[config.mk]
export PLATFORM = sky130hd
export DESIGN_NAME = ll1_table_driven_recognizer_top_flat
export DESIGN_NICKNAME = d
export VERILOG_FILES = /design/src/ll1r_pkg.sv /design/src/ll1r_if.sv /design/src/ll1_table_driven_recognizer_top.sv /design/src/ll1r_front.sv /design/src/ll1r_engine.sv /design/src/flat_wrapper.sv
export SDC_FILE = /design/constraint.sdc
export NUM_CORES = 2
export LEC_CHECK = 0
export BUFFER_PORTS_ARGS = -buffer_cell sky130_fd_sc_hd__buf_2
export CORE_ASPECT_RATIO = 0.8
export CORE_MARGIN = 5
export CORE_UTILIZATION = 48
export DETAILED_ROUTE_END_ITERATION = 16
export GPL_ROUTABILITY_DRIVEN = 0
export PLACE_DENSITY = 0.7
export SLEW_MARGIN = 40
export SYNTH_ARGS = -nofsm -noshare
export SYNTH_HDL_FRONTEND = slang
export SYNTH_HIERARCHICAL = 1
export SYNTH_SLANG_ARGS = --single-unit
[constraint.sdc]
create_clock -name clk -period 4 [get_ports clk]
set_clock_uncertainty 0.2 [all_clocks]
set_input_delay 0.8 -clock clk [delete_from_list [all_inputs] [get_ports clk]]
set_output_delay 0.8 -clock clk [all_outputs]
set_load 0.005 [all_outputs]
[src/ll1r_pkg.sv]
// Shared types and constants for the LL(1) recognizer.
// No dependencies.
package ll1r_pkg;

	typedef enum logic [2:0] {
		ACT_TABLE  = 3'd0,
		ACT_SYMBOL = 3'd1,
		ACT_LENGTH = 3'd2,
		ACT_START  = 3'd3,
		ACT_TOKEN  = 3'd4
	} action_t;

	typedef enum logic [1:0] {
		ST_OK       = 2'd0,
		ST_ACCEPT   = 2'd1,
		ST_REJECT   = 2'd2,
		ST_OVERFLOW = 2'd3
	} status_t;

	typedef enum logic [3:0] {
		EX_IDLE,
		EX_TOP,
		EX_TABLE,
		EX_RULE,
		EX_PUSH,
		EX_MATCH,
		EX_DONE
	} exec_state_t;

	localparam int unsigned REG_START_SYMBOL = 0;
	localparam int unsigned REG_END_TERMINAL = 1;

	typedef struct packed {
		logic [2:0] action;
		logic [3:0] nonterminal_index;
		logic [3:0] terminal_index;
		logic [4:0] rule_number;
		logic       entry_valid;
		logic [2:0] symbol_position;
		logic [4:0] symbol_code;
		logic [3:0] rule_length;
		logic       token_known;
	} in_item_t;

	typedef struct packed {
		logic [1:0] status;
		logic [6:0] stack_depth;
	} out_item_t;

endpackage

[src/ll1r_if.sv]
// Valid/ready channel interfaces for the LL(1) recognizer.
// Depends on ll1r_pkg.
interface ll1r_in_if
	import ll1r_pkg::*;
();
	logic     valid;
	logic     ready;
	in_item_t payload;
	modport source (output valid, output payload, input ready);
	modport sink (input valid, input payload, output ready);
endinterface

interface ll1r_out_if
	import ll1r_pkg::*;
();
	logic      valid;
	logic      ready;
	out_item_t payload;
	modport source (output valid, output payload, input ready);
	modport sink (input valid, input payload, output ready);
endinterface

[src/ll1_table_driven_recognizer_top.sv]
// LL(1) recognizer top level: register port, request queue and parse engine.
// Throughput: one item at a time in the engine; the two-entry queue takes requests meanwhile.
// Each expansion walks through the table, rule and stack memory lookups.
// Reset (arst_n low) empties the parse table and stack and clears both registers.
// Depends on ll1r_pkg, ll1r_if, ll1r_front and ll1r_engine.
module ll1_table_driven_recognizer_top
	import ll1r_pkg::*;
#(
	parameter int NUM_TERMINALS    = 16,
	parameter int NUM_NONTERMINALS = 16,
	parameter int NUM_RULES        = 32,
	parameter int MAX_RULE_LEN     = 8,
	parameter int STACK_DEPTH      = 64
) (
	input  logic        clk,
	input  logic        arst_n,
	input  logic        psel,
	input  logic        penable,
	input  logic        pwrite,
	input  logic [2:0]  paddr,
	input  logic [31:0] pwdata,
	output logic [31:0] prdata,
	output logic        pready,
	ll1r_in_if.sink     in_ch,
	ll1r_out_if.source  out_ch
);
	logic [3:0] start_symbol_q, end_terminal_q;
	logic       wr;

	assign pready = 1'b1;
	assign wr = psel && penable && pwrite;

	always_ff @(posedge clk or negedge arst_n) begin
		if (!arst_n) begin
			start_symbol_q <= '0;
			end_terminal_q <= '0;
		end else if (wr) begin
			if (paddr == 3'(REG_START_SYMBOL * 4)) start_symbol_q <= pwdata[3:0];
			if (paddr == 3'(REG_END_TERMINAL * 4)) end_terminal_q <= pwdata[3:0];
		end
	end

	always_comb begin
		prdata = '0;
		if (paddr == 3'(REG_START_SYMBOL * 4)) prdata = {28'd0, start_symbol_q};
		else if (paddr == 3'(REG_END_TERMINAL * 4)) prdata = {28'd0, end_terminal_q};
	end

	logic     q_valid, q_pop;
	in_item_t q_item;

	ll1r_front u_front (
		.clk(clk), .arst_n(arst_n),
		.in_valid(in_ch.valid), .in_ready(in_ch.ready), .in_item(in_ch.payload),
		.q_valid(q_valid), .q_pop(q_pop), .q_item(q_item)
	);

	ll1r_engine #(
		.NUM_TERMINALS(NUM_TERMINALS), .NUM_NONTERMINALS(NUM_NONTERMINALS),
		.NUM_RULES(NUM_RULES), .MAX_RULE_LEN(MAX_RULE_LEN), .STACK_DEPTH(STACK_DEPTH)
	) u_engine (
		.clk(clk), .arst_n(arst_n),
		.start_symbol(start_symbol_q), .end_terminal(end_terminal_q),
		.q_valid(q_valid), .q_pop(q_pop), .q_item(q_item),
		.out_valid(out_ch.valid), .out_ready(out_ch.ready), .out_item(out_ch.payload)
	);
endmodule

[src/ll1r_front.sv]
// Front end: accepts requests into a short queue for the engine.
// Depends on ll1r_pkg.
module ll1r_front
	import ll1r_pkg::*;
(
	input  logic     clk,
	input  logic     arst_n,
	input  logic     in_valid,
	output logic     in_ready,
	input  in_item_t in_item,
	output logic     q_valid,
	input  logic     q_pop,
	output in_item_t q_item
);
	in_item_t   mem_q [2];
	logic       wr_q, rd_q;
	logic [1:0] cnt_q;
	logic       push;

	assign in_ready = (cnt_q != 2'd2);
	assign push     = in_valid && in_ready;
	assign q_valid  = (cnt_q != 2'd0);
	assign q_item   = mem_q[rd_q];

	always_ff @(posedge clk) begin
		if (push) mem_q[wr_q] <= in_item;
	end

	always_ff @(posedge clk or negedge arst_n) begin
		if (!arst_n) begin
			wr_q  <= 1'b0;
			rd_q  <= 1'b0;
			cnt_q <= 2'd0;
		end else begin
			if (push) wr_q <= ~wr_q;
			if (q_pop) rd_q <= ~rd_q;
			cnt_q <= cnt_q + {1'b0, push} - {1'b0, q_pop};
		end
	end
endmodule

[src/ll1r_engine.sv]
// Back end: table loads and the predictive parse sequencer.
// Depends on ll1r_pkg.
module ll1r_engine
	import ll1r_pkg::*;
#(
	parameter int NUM_TERMINALS    = 16,
	parameter int NUM_NONTERMINALS = 16,
	parameter int NUM_RULES        = 32,
	parameter int MAX_RULE_LEN     = 8,
	parameter int STACK_DEPTH      = 64
) (
	input  logic      clk,
	input  logic      arst_n,
	input  logic [3:0] start_symbol,
	input  logic [3:0] end_terminal,
	input  logic      q_valid,
	output logic      q_pop,
	input  in_item_t  q_item,
	output logic      out_valid,
	input  logic      out_ready,
	output out_item_t out_item
);
	localparam int TW  = (NUM_NONTERMINALS * NUM_TERMINALS > 1) ?
		$clog2(NUM_NONTERMINALS * NUM_TERMINALS) : 1;
	localparam int RW  = (NUM_RULES > 1) ? $clog2(NUM_RULES) : 1;
	localparam int LW  = $clog2(MAX_RULE_LEN + 1);
	localparam int SW  = $clog2(NUM_RULES * MAX_RULE_LEN);
	localparam int SPW = $clog2(STACK_DEPTH + 1);
	localparam int SAW = $clog2(STACK_DEPTH);
	localparam int TN  = NUM_NONTERMINALS * NUM_TERMINALS;
	localparam int BUDGET    = STACK_DEPTH * (NUM_NONTERMINALS + 1);
	localparam int BW        = $clog2(BUDGET + 1);
	localparam int SYMS      = NUM_RULES * MAX_RULE_LEN;

	// table: rule in memory, valid bit per entry in flops
	logic [4:0]     tab_mem [TN];
	logic [TN-1:0]  tab_vld_q;
	logic [4:0]     sym_mem [SYMS];
	logic [LW-1:0]  len_mem [NUM_RULES];
	logic [4:0]     stk_mem [STACK_DEPTH];

	exec_state_t    state_q, state_d;
	logic [SPW-1:0] sp_q;
	logic [1:0]     pst_q;
	logic [BW-1:0]  budget_q;
	logic [3:0]     tok_q;
	logic [4:0]     top_q;
	logic           tvld_q;
	logic [4:0]     trule_q;
	logic [RW-1:0]  rule_q;
	logic [LW-1:0]  k_q;
	logic [4:0]     sym_rd_q;
	logic           out_valid_q;
	out_item_t      out_q;

	in_item_t it;
	assign it = q_item;

	logic [TW-1:0] tab_idx_w;
	assign tab_idx_w = TW'(32'(it.nonterminal_index) * NUM_TERMINALS +
		32'(it.terminal_index));

	// table entry for the nonterminal on top and the current token
	logic [TW-1:0] taddr_w;
	assign taddr_w = TW'(32'(top_q[3:0]) * NUM_TERMINALS + 32'(tok_q));

	// sequencer control
	logic do_start, do_load, finish;
	logic [1:0] fin_status;

	always_comb begin
		state_d    = state_q;
		q_pop      = 1'b0;
		finish     = 1'b0;
		fin_status = ST_OK;
		do_start   = 1'b0;
		do_load    = 1'b0;
		unique case (state_q)
			EX_IDLE: begin
				if (q_valid && !out_valid_q) begin
					if (it.action == ACT_TOKEN) begin
						if (pst_q != ST_OK) begin
							q_pop = 1'b1; finish = 1'b1; fin_status = pst_q;
						end else if (!it.token_known ||
								32'(it.terminal_index) >= NUM_TERMINALS) begin
							q_pop = 1'b1; finish = 1'b1; fin_status = ST_REJECT;
						end else begin
							q_pop = 1'b1; state_d = EX_TOP;
						end
					end else begin
						q_pop = 1'b1; finish = 1'b1; fin_status = ST_OK;
						if (it.action == ACT_START) do_start = 1'b1;
						else do_load = 1'b1;
					end
				end
			end
			EX_TOP: begin
				if (sp_q == '0) begin
					finish = 1'b1; fin_status = ST_REJECT; state_d = EX_IDLE;
				end else state_d = EX_TABLE;
			end
			EX_TABLE: begin
				// top_q valid here
				if (!top_q[4]) state_d = EX_MATCH;
				else if (32'(top_q[3:0]) >= NUM_NONTERMINALS || budget_q == '0) begin
					finish = 1'b1; fin_status = ST_REJECT; state_d = EX_IDLE;
				end else state_d = EX_RULE;
			end
			EX_RULE: begin
				if (!tvld_q || 32'(trule_q) >= NUM_RULES) begin
					finish = 1'b1; fin_status = ST_REJECT; state_d = EX_IDLE;
				end else state_d = EX_PUSH;
			end
			EX_PUSH: begin
				// k_q loaded from length; one symbol fetched per pass through EX_PUSH and EX_DONE
				if (k_q == '0) state_d = EX_TOP;
				else if (32'(sp_q) >= STACK_DEPTH) begin
					finish = 1'b1; fin_status = ST_OVERFLOW; state_d = EX_IDLE;
				end else state_d = EX_DONE;
			end
			EX_DONE: state_d = EX_PUSH; // symbol read settles
			EX_MATCH: begin
				finish = 1'b1; state_d = EX_IDLE;
				if (top_q[3:0] != tok_q) fin_status = ST_REJECT;
				else if (tok_q == end_terminal) fin_status = ST_ACCEPT;
				else fin_status = ST_OK;
			end
			default: state_d = EX_IDLE;
		endcase
	end

	logic [LW-1:0] len_sat;
	assign len_sat = (32'(it.rule_length) > MAX_RULE_LEN) ? LW'(MAX_RULE_LEN) :
		LW'(it.rule_length);

	logic [SW-1:0] sym_wa;
	assign sym_wa = SW'(32'(it.rule_number) * MAX_RULE_LEN + 32'(it.symbol_position));
	logic [SW-1:0] sym_ra;
	assign sym_ra = SW'(32'(rule_q) * MAX_RULE_LEN + 32'(k_q) - 1);

	// memories
	always_ff @(posedge clk) begin
		if (do_load && it.action == ACT_TABLE &&
				32'(it.nonterminal_index) < NUM_NONTERMINALS &&
				32'(it.terminal_index) < NUM_TERMINALS && it.entry_valid &&
				32'(it.rule_number) < NUM_RULES)
			tab_mem[tab_idx_w] <= it.rule_number;
		if (do_load && it.action == ACT_SYMBOL && 32'(it.rule_number) < NUM_RULES &&
				32'(it.symbol_position) < MAX_RULE_LEN)
			sym_mem[sym_wa] <= it.symbol_code;
		if (do_load && it.action == ACT_LENGTH && 32'(it.rule_number) < NUM_RULES)
			len_mem[RW'(it.rule_number)] <= len_sat;
		// reads
		trule_q  <= tab_mem[taddr_w];
		sym_rd_q <= sym_mem[sym_ra];
		top_q    <= stk_mem[SAW'(sp_q - 1'b1)];
		if (do_start) begin
			stk_mem[0] <= {1'b0, end_terminal};
			stk_mem[1] <= {1'b1, start_symbol};
		end else if (state_q == EX_DONE)
			stk_mem[SAW'(sp_q)] <= sym_rd_q;
	end

	always_ff @(posedge clk or negedge arst_n) begin
		if (!arst_n) begin
			state_q     <= EX_IDLE;
			tab_vld_q   <= '0;
			sp_q        <= '0;
			pst_q       <= ST_OK;
			budget_q    <= '0;
			tok_q       <= '0;
			tvld_q      <= 1'b0;
			rule_q      <= '0;
			k_q         <= '0;
			out_valid_q <= 1'b0;
			out_q       <= '0;
		end else begin
			state_q <= state_d;
			if (do_load && it.action == ACT_TABLE &&
					32'(it.nonterminal_index) < NUM_NONTERMINALS &&
					32'(it.terminal_index) < NUM_TERMINALS &&
					(!it.entry_valid || 32'(it.rule_number) < NUM_RULES))
				tab_vld_q[tab_idx_w] <= it.entry_valid;
			if (do_start) begin
				sp_q  <= SPW'(2);
				pst_q <= ST_OK;
			end
			if (state_q == EX_IDLE && state_d == EX_TOP) begin
				tok_q    <= it.terminal_index;
				budget_q <= BW'(BUDGET);
			end
			if (state_q == EX_TABLE && state_d == EX_RULE) begin
				budget_q <= budget_q - 1'b1;
				tvld_q   <= tab_vld_q[taddr_w];
			end
			// trule_q was read from the table during EX_TABLE
			if (state_q == EX_RULE && state_d == EX_PUSH) begin
				rule_q <= RW'(trule_q);
				sp_q   <= sp_q - 1'b1;
				k_q    <= len_mem[RW'(trule_q)];
			end
			if (state_q == EX_DONE) begin
				sp_q <= sp_q + 1'b1;
				k_q  <= k_q - 1'b1;
			end
			if (state_q == EX_MATCH && top_q[3:0] == tok_q) sp_q <= sp_q - 1'b1;
			if (finish && (state_q != EX_IDLE || it.action == ACT_TOKEN)) begin
				pst_q <= fin_status;
			end
			if (finish) begin
				out_valid_q <= 1'b1;
				out_q.status <= fin_status;
				out_q.stack_depth <=
					(state_q == EX_MATCH && top_q[3:0] == tok_q) ? 7'(sp_q - 1'b1) :
					do_start ? 7'd2 : 7'(sp_q);
			end else if (out_valid_q && out_ready)
				out_valid_q <= 1'b0;
		end
	end

	assign out_valid = out_valid_q;
	assign out_item  = out_q;
endmodule

[src/flat_wrapper.sv]
// flat-port wrapper written by rule: the top's interface ports become plain ports
module ll1_table_driven_recognizer_top_flat import ll1r_pkg::*;
#(
	parameter int NUM_TERMINALS    = 16,
	parameter int NUM_NONTERMINALS = 16,
	parameter int NUM_RULES        = 32,
	parameter int MAX_RULE_LEN     = 8,
	parameter int STACK_DEPTH      = 64
)
  (clk, arst_n, psel, penable, pwrite, paddr, pwdata, prdata, pready, in_ch_valid, in_ch_payload, in_ch_ready, out_ch_valid, out_ch_payload, out_ch_ready);
  ll1r_in_if in_ch_i ();
  ll1r_out_if out_ch_i ();
  input  logic clk;
  input  logic arst_n;
  input  logic psel;
  input  logic penable;
  input  logic pwrite;
  input  logic [2:0] paddr;
  input  logic [31:0] pwdata;
  output logic [31:0] prdata;
  output logic pready;
  input wire logic [$bits(in_ch_i.valid)-1:0] in_ch_valid;
  input wire logic [$bits(in_ch_i.payload)-1:0] in_ch_payload;
  output wire logic [$bits(in_ch_i.ready)-1:0] in_ch_ready;
  output wire logic [$bits(out_ch_i.valid)-1:0] out_ch_valid;
  output wire logic [$bits(out_ch_i.payload)-1:0] out_ch_payload;
  input wire logic [$bits(out_ch_i.ready)-1:0] out_ch_ready;
  assign in_ch_i.valid = in_ch_valid;
  assign in_ch_i.payload = in_ch_payload;
  assign in_ch_ready = in_ch_i.ready;
  assign out_ch_valid = out_ch_i.valid;
  assign out_ch_payload = out_ch_i.payload;
  assign out_ch_i.ready = out_ch_ready;
  ll1_table_driven_recognizer_top #(.NUM_TERMINALS(NUM_TERMINALS), .NUM_NONTERMINALS(NUM_NONTERMINALS), .NUM_RULES(NUM_RULES), .MAX_RULE_LEN(MAX_RULE_LEN), .STACK_DEPTH(STACK_DEPTH)) u_core (.clk(clk), .arst_n(arst_n), .psel(psel), .penable(penable), .pwrite(pwrite), .paddr(paddr), .pwdata(pwdata), .prdata(prdata), .pready(pready), .in_ch(in_ch_i), .out_ch(out_ch_i));
endmodule
==> results.md <==
* Pins Over Slew Limit at 0
* Routed WL at 343600 um
* CTS sink cnt at 3399
* Root Driver: clkbuf_16
* Die Ht at 486.2 um
* Initial core utilization at 0.4834
* Final Hold Fails at 0
* Worst-path clk slew at 0.07 ns
* Fin nets at 7847
* Worst path max stage delay at 0.86 ns
* Total number of yosys warnings at 6
* Worst path cell trace: inv_2, ha_4, inv_2, fa_4, buf_12, clkbuf_16, buf_4, clkbuf_16, mux4_2, mux4_2, nand2_1, o221ai_1, o22ai_1, buf_4, nor4b_1
* TritonCTS clock tree: built
* Crit-path slowest cell: fa_4
* Dpl ws at -0.3093 ns
* Psw at 0.02706 W
* Layout cell share with drive strength beyond 1 at 0.2410
* WP data arrival at 4.47 ns
* Worst skew pair latency at 0.87 ns
* Comb pwr share at 0.215
* M3 GR Usage at 0.07146
* Post-Syn Area at 136100 um^2
* Clk buf depth at 4
* Lkg Pwr at 49.68 nW
* Vias in the first global route at 73340
* Vias per std cell at 6.310
* Unique cell type count in the Yosys netlist at 81
* RR Startpoint: u_core/u_engine/k_q[1]$_DFFE_PN0P_
* PnR worst setup slack at 0.04693 ns
* Busiest grt layer: met1
* Setup CP Type: reg -> reg
* Post-route DRC at 0
* Power per cell area at 605.8 nW/um^2
* Crit path max fanout at 14
* Most used DFF post-synth: edfxtp_1
* DR vias at 74490
* EDFF count, synth at 3068
* Num rows at 174
* Num CTS Buffers at 323
* Grt total ovfl at 0
* Max-cap check violation count at 0
* Layout area overhead at 13.14%
* FF+latch count, synth at 3399
* Initial antenna violation count at 11
* Rel. slew slack at 0.3620
* Worst Setup SP: u_core/u_engine/k_q[1]$_DFFE_PN0P_
* Sequential share of power at 0.464
* Port-buffer cells at 58
* Met1 Resource Use GR at 0.3391
* CP required at 4.52 ns
* Sequential fraction of the synthesis area at 0.7373
* Run status: completed
* Setup violations, final at 0
* Clock share of power at 0.320
* Critical path launch point type: flip-flop
* Fin crit period at 3.953 ns
* Internal Power at 0.06621 W
* CTS HTree Levels at 5
* Register area at 100400 um^2
* WL per Instance at 29.10 um
* # IOs at 116
* Total GRT Usage at 0.2295
* Fill cells at 20960
* Post-DP HPWL at 212700 um
* Fin Setup TNS at 0 ns
* Switching share of power at 0.2901
* Synth Instances at 7450
* Area of the multi-input gates at 33980 um^2
* Syn Area/Cell at 18.27 um^2
* Pre-Repair DR Iteration Count at 9
* HP Class: in -> async
* Die area at 294300 um^2
* Largest net degree at the start of global routing at 213
* Die Span X at 605.3 um
* Final ANT Viol Nets at 0
* First-pass GRT wire length at 502400 um
* IR drop worst, VDD at 0.0005400 V
* Final worst path period share at 0.9883
* Setup crit end kind: flip-flop
* Fraction of registers with async set/reset at 0.09297
* Core ar. at 281500 um^2
* Worst-margin pin slew at 0.9570 ns
* Drt initial violations at 10260
* Met2 usage at 0.3310
* Achievable Freq at 253.0 MHz
-- Yosys cell counts, drive strengths merged, types with 8 or more instances --
cell type | count | area share
nor3b | 8 | 0.00051
mux2 | 63 | 0.0053
mux2i | 53 | 0.0039
nor3 | 33 | 0.0016
o221ai | 10 | 0.00064
o21ai | 302 | 0.011
and3 | 9 | 0.00041
and2 | 12 | 0.00055
edfxtp | 3068 | 0.68
nand3b | 9 | 0.00050
a22oi | 196 | 0.011
nor4 | 32 | 0.0015
nand4 | 21 | 0.00097
nor2 | 721 | 0.020
nand3 | 299 | 0.011
o211ai | 19 | 0.0010
inv | 29 | 0.00080
dfrtp | 316 | 0.058
nor4b | 9 | 0.00063
or3 | 11 | 0.00054
ha | 15 | 0.0014
buf | 203 | 0.0082
mux4 | 864 | 0.14
a22o | 23 | 0.0015
a21oi | 117 | 0.0043
xnor2 | 16 | 0.0010
a31oi | 12 | 0.00055
dfxtp | 15 | 0.0022
nand2 | 490 | 0.014
xor2 | 8 | 0.00057
nand2b | 22 | 0.0010
nor2b | 23 | 0.0011
o22ai | 29 | 0.0013
clkbuf | 321 | 0.0089
-- critical path, delay by kind of cell, from the launching register on --
kind / cells / cell delay [ns]
adders and majority gates: 2 / 0.99
DFF: 1 / 0.41
buffers and inverters: 7 / 0.94
and+or+nand+nor: 2 / 0.14
AOI/OAI and AO/OA: 2 / 0.27
muxes: 2 / 0.83
-- cell usage in the layout, fill, tap and decap left out, types with 23 or more instances in the layout --
cell,synthesis,routed
mux2_2,59,48
buf_4,50,310
clkbuf_1,321,66
clkinv_1,0,57
clkbuf_16,0,337
nand3_1,299,296
o22ai_1,29,26
nor4_1,32,24
a22o_1,23,23
buf_2,115,58
clkinv_2,0,57
conb_1,3,30
a22oi_1,196,196
mux2i_1,53,52
nor2_1,715,709
buf_12,0,61
dlygate4sd3_1,0,36
dfrtp_1,316,310
edfxtp_1,3068,3068
nand2_1,490,487
bufinv_16,0,23
a21oi_1,117,115
inv_1,28,26
o21ai_0,299,298
mux4_2,864,864
-- cell type report --
type | count | area share
Sequential cell | 3399 | 0.6519
Multi-Input combinational cell | 3525 | 0.2207
Clock buffer | 409 | 0.05663
Tap cell | 3784 | 0.03075
Timing Repair Buffer | 481 | 0.02946
Clock inverter | 171 | 0.009728
Inverter | 29 | 0.0007070
Antenna cell | 7 | 0.0001138
-- per-layer routing --
metal / part of all wire / wire length (um) / vias up
li1: - / - / 30380
met3: 0.13 / 44820 / 643
met2: 0.44 / 152600 / 4587
met4: 0.030 / 10460 / 4
met1: 0.39 / 135600 / 38870
met5: 0.000076 / 26 / -
-- cell families (layout without fill, tap and decap cells) --
logic type / count (synthesis) / count (layout) / share of synthesized area
mux: 980 / 980 / 0.1522
buf+inv: 553 / 1090 / 0.01786
other cells: 3 / 37 / 0.00008275
fa+ha+maj: 16 / 16 / 0.001526
xor+xnor: 24 / 24 / 0.001600
simple gates: 1719 / 1719 / 0.05506
flops: 3399 / 3399 / 0.7373
compound gates: 756 / 756 / 0.03433
-- stage by stage --
stage / area [um^2] / power [W] / hold slack (ns) / util / cells
3_3_place_gp: 142700 / 0.06300 / 0.2616 / 0.5069 / 11160
6_report: 154000 / 0.09327 / 0.1722 / 0.5469 / 11810
5_1_grt: 154000 / 0.09628 / 0.1435 / 0.5469 / 11800
3_5_place_dp: 142700 / 0.06357 / 0.2712 / 0.5070 / 11160
2_1_floorplan: 136200 / 0.05503 / 0.2406 / - / 7477
4_1_cts: 153400 / 0.09326 / 0.09279 / 0.5449 / 11770
-- final timing paths --
check / slack, ns / end / cells past startpoint
min: 0.17 / u_core/u_engine/tab_vld_q[150]$_DFFE_PN0P_ / 2
max: 0.05 / u_core/u_engine/sym_rd_q[2]$_DFF_P_ / 15
min in group clk: 0.18 / u_core/u_front/wr_q$_DFFE_PN0P_ / 3
max in group asynchronous: 2.33 / u_core/u_engine/tab_vld_q[252]$_DFFE_PN0P_ / 4
max reg2reg: 0.05 / u_core/u_engine/sym_rd_q[2]$_DFF_P_ / 15
min reg2reg: 0.29 / u_core/u_engine/tab_vld_q[173]$_DFFE_PN0P_ / 2
-- power by group through the flow --
stage          logic, W  registers [W]  clock network (W)
2_1_floorplan    0.0111         0.0439                  0
3_3_place_gp     0.0189         0.0441                  0
3_5_place_dp     0.0194         0.0441                  0
4_1_cts          0.0195         0.0434             0.0303
5_1_grt          0.0210         0.0433             0.0319
6_report         0.0201         0.0433             0.0299
-- state kept, by name, summed over array words and instances (netlist names), 2 cells and up --
name / cells
u_core/u_engine/state_q: 4
u_core/u_engine/sym_mem: 1280
u_core/u_engine/sp_q: 7
u_core/u_engine/out_item: 9
u_core/u_engine/pst_q: 2
u_core/u_engine/tab_vld_q: 256
u_core/u_engine/sym_rd_q: 5
u_core/u_engine/tab_mem: 1280
u_core/start_symbol_q: 4
u_core/u_engine/rule_q: 5
u_core/u_engine/trule_q: 5
u_core/u_engine/k_q: 4
u_core/u_front/mem_q: 60
u_core/u_engine/budget_q: 11
u_core/u_engine/stk_mem: 320
u_core/u_front/cnt_q: 2
u_core/u_engine/tok_q: 4
u_core/end_terminal_q: 4
u_core/u_engine/len_mem: 128
u_core/u_engine/top_q: 5
-- what timing repair did --
item                                    4_1_cts  5_1_grt
setup buffers                                 0       15
endpoints found under the setup margin        4        7
pin swaps                                     1        5
endpoints found under the hold margin       147        0
cloned                                        0        4
hold buffers                                 36        0
resized for setup                            10       17
(Power assumes the default switching activity.)
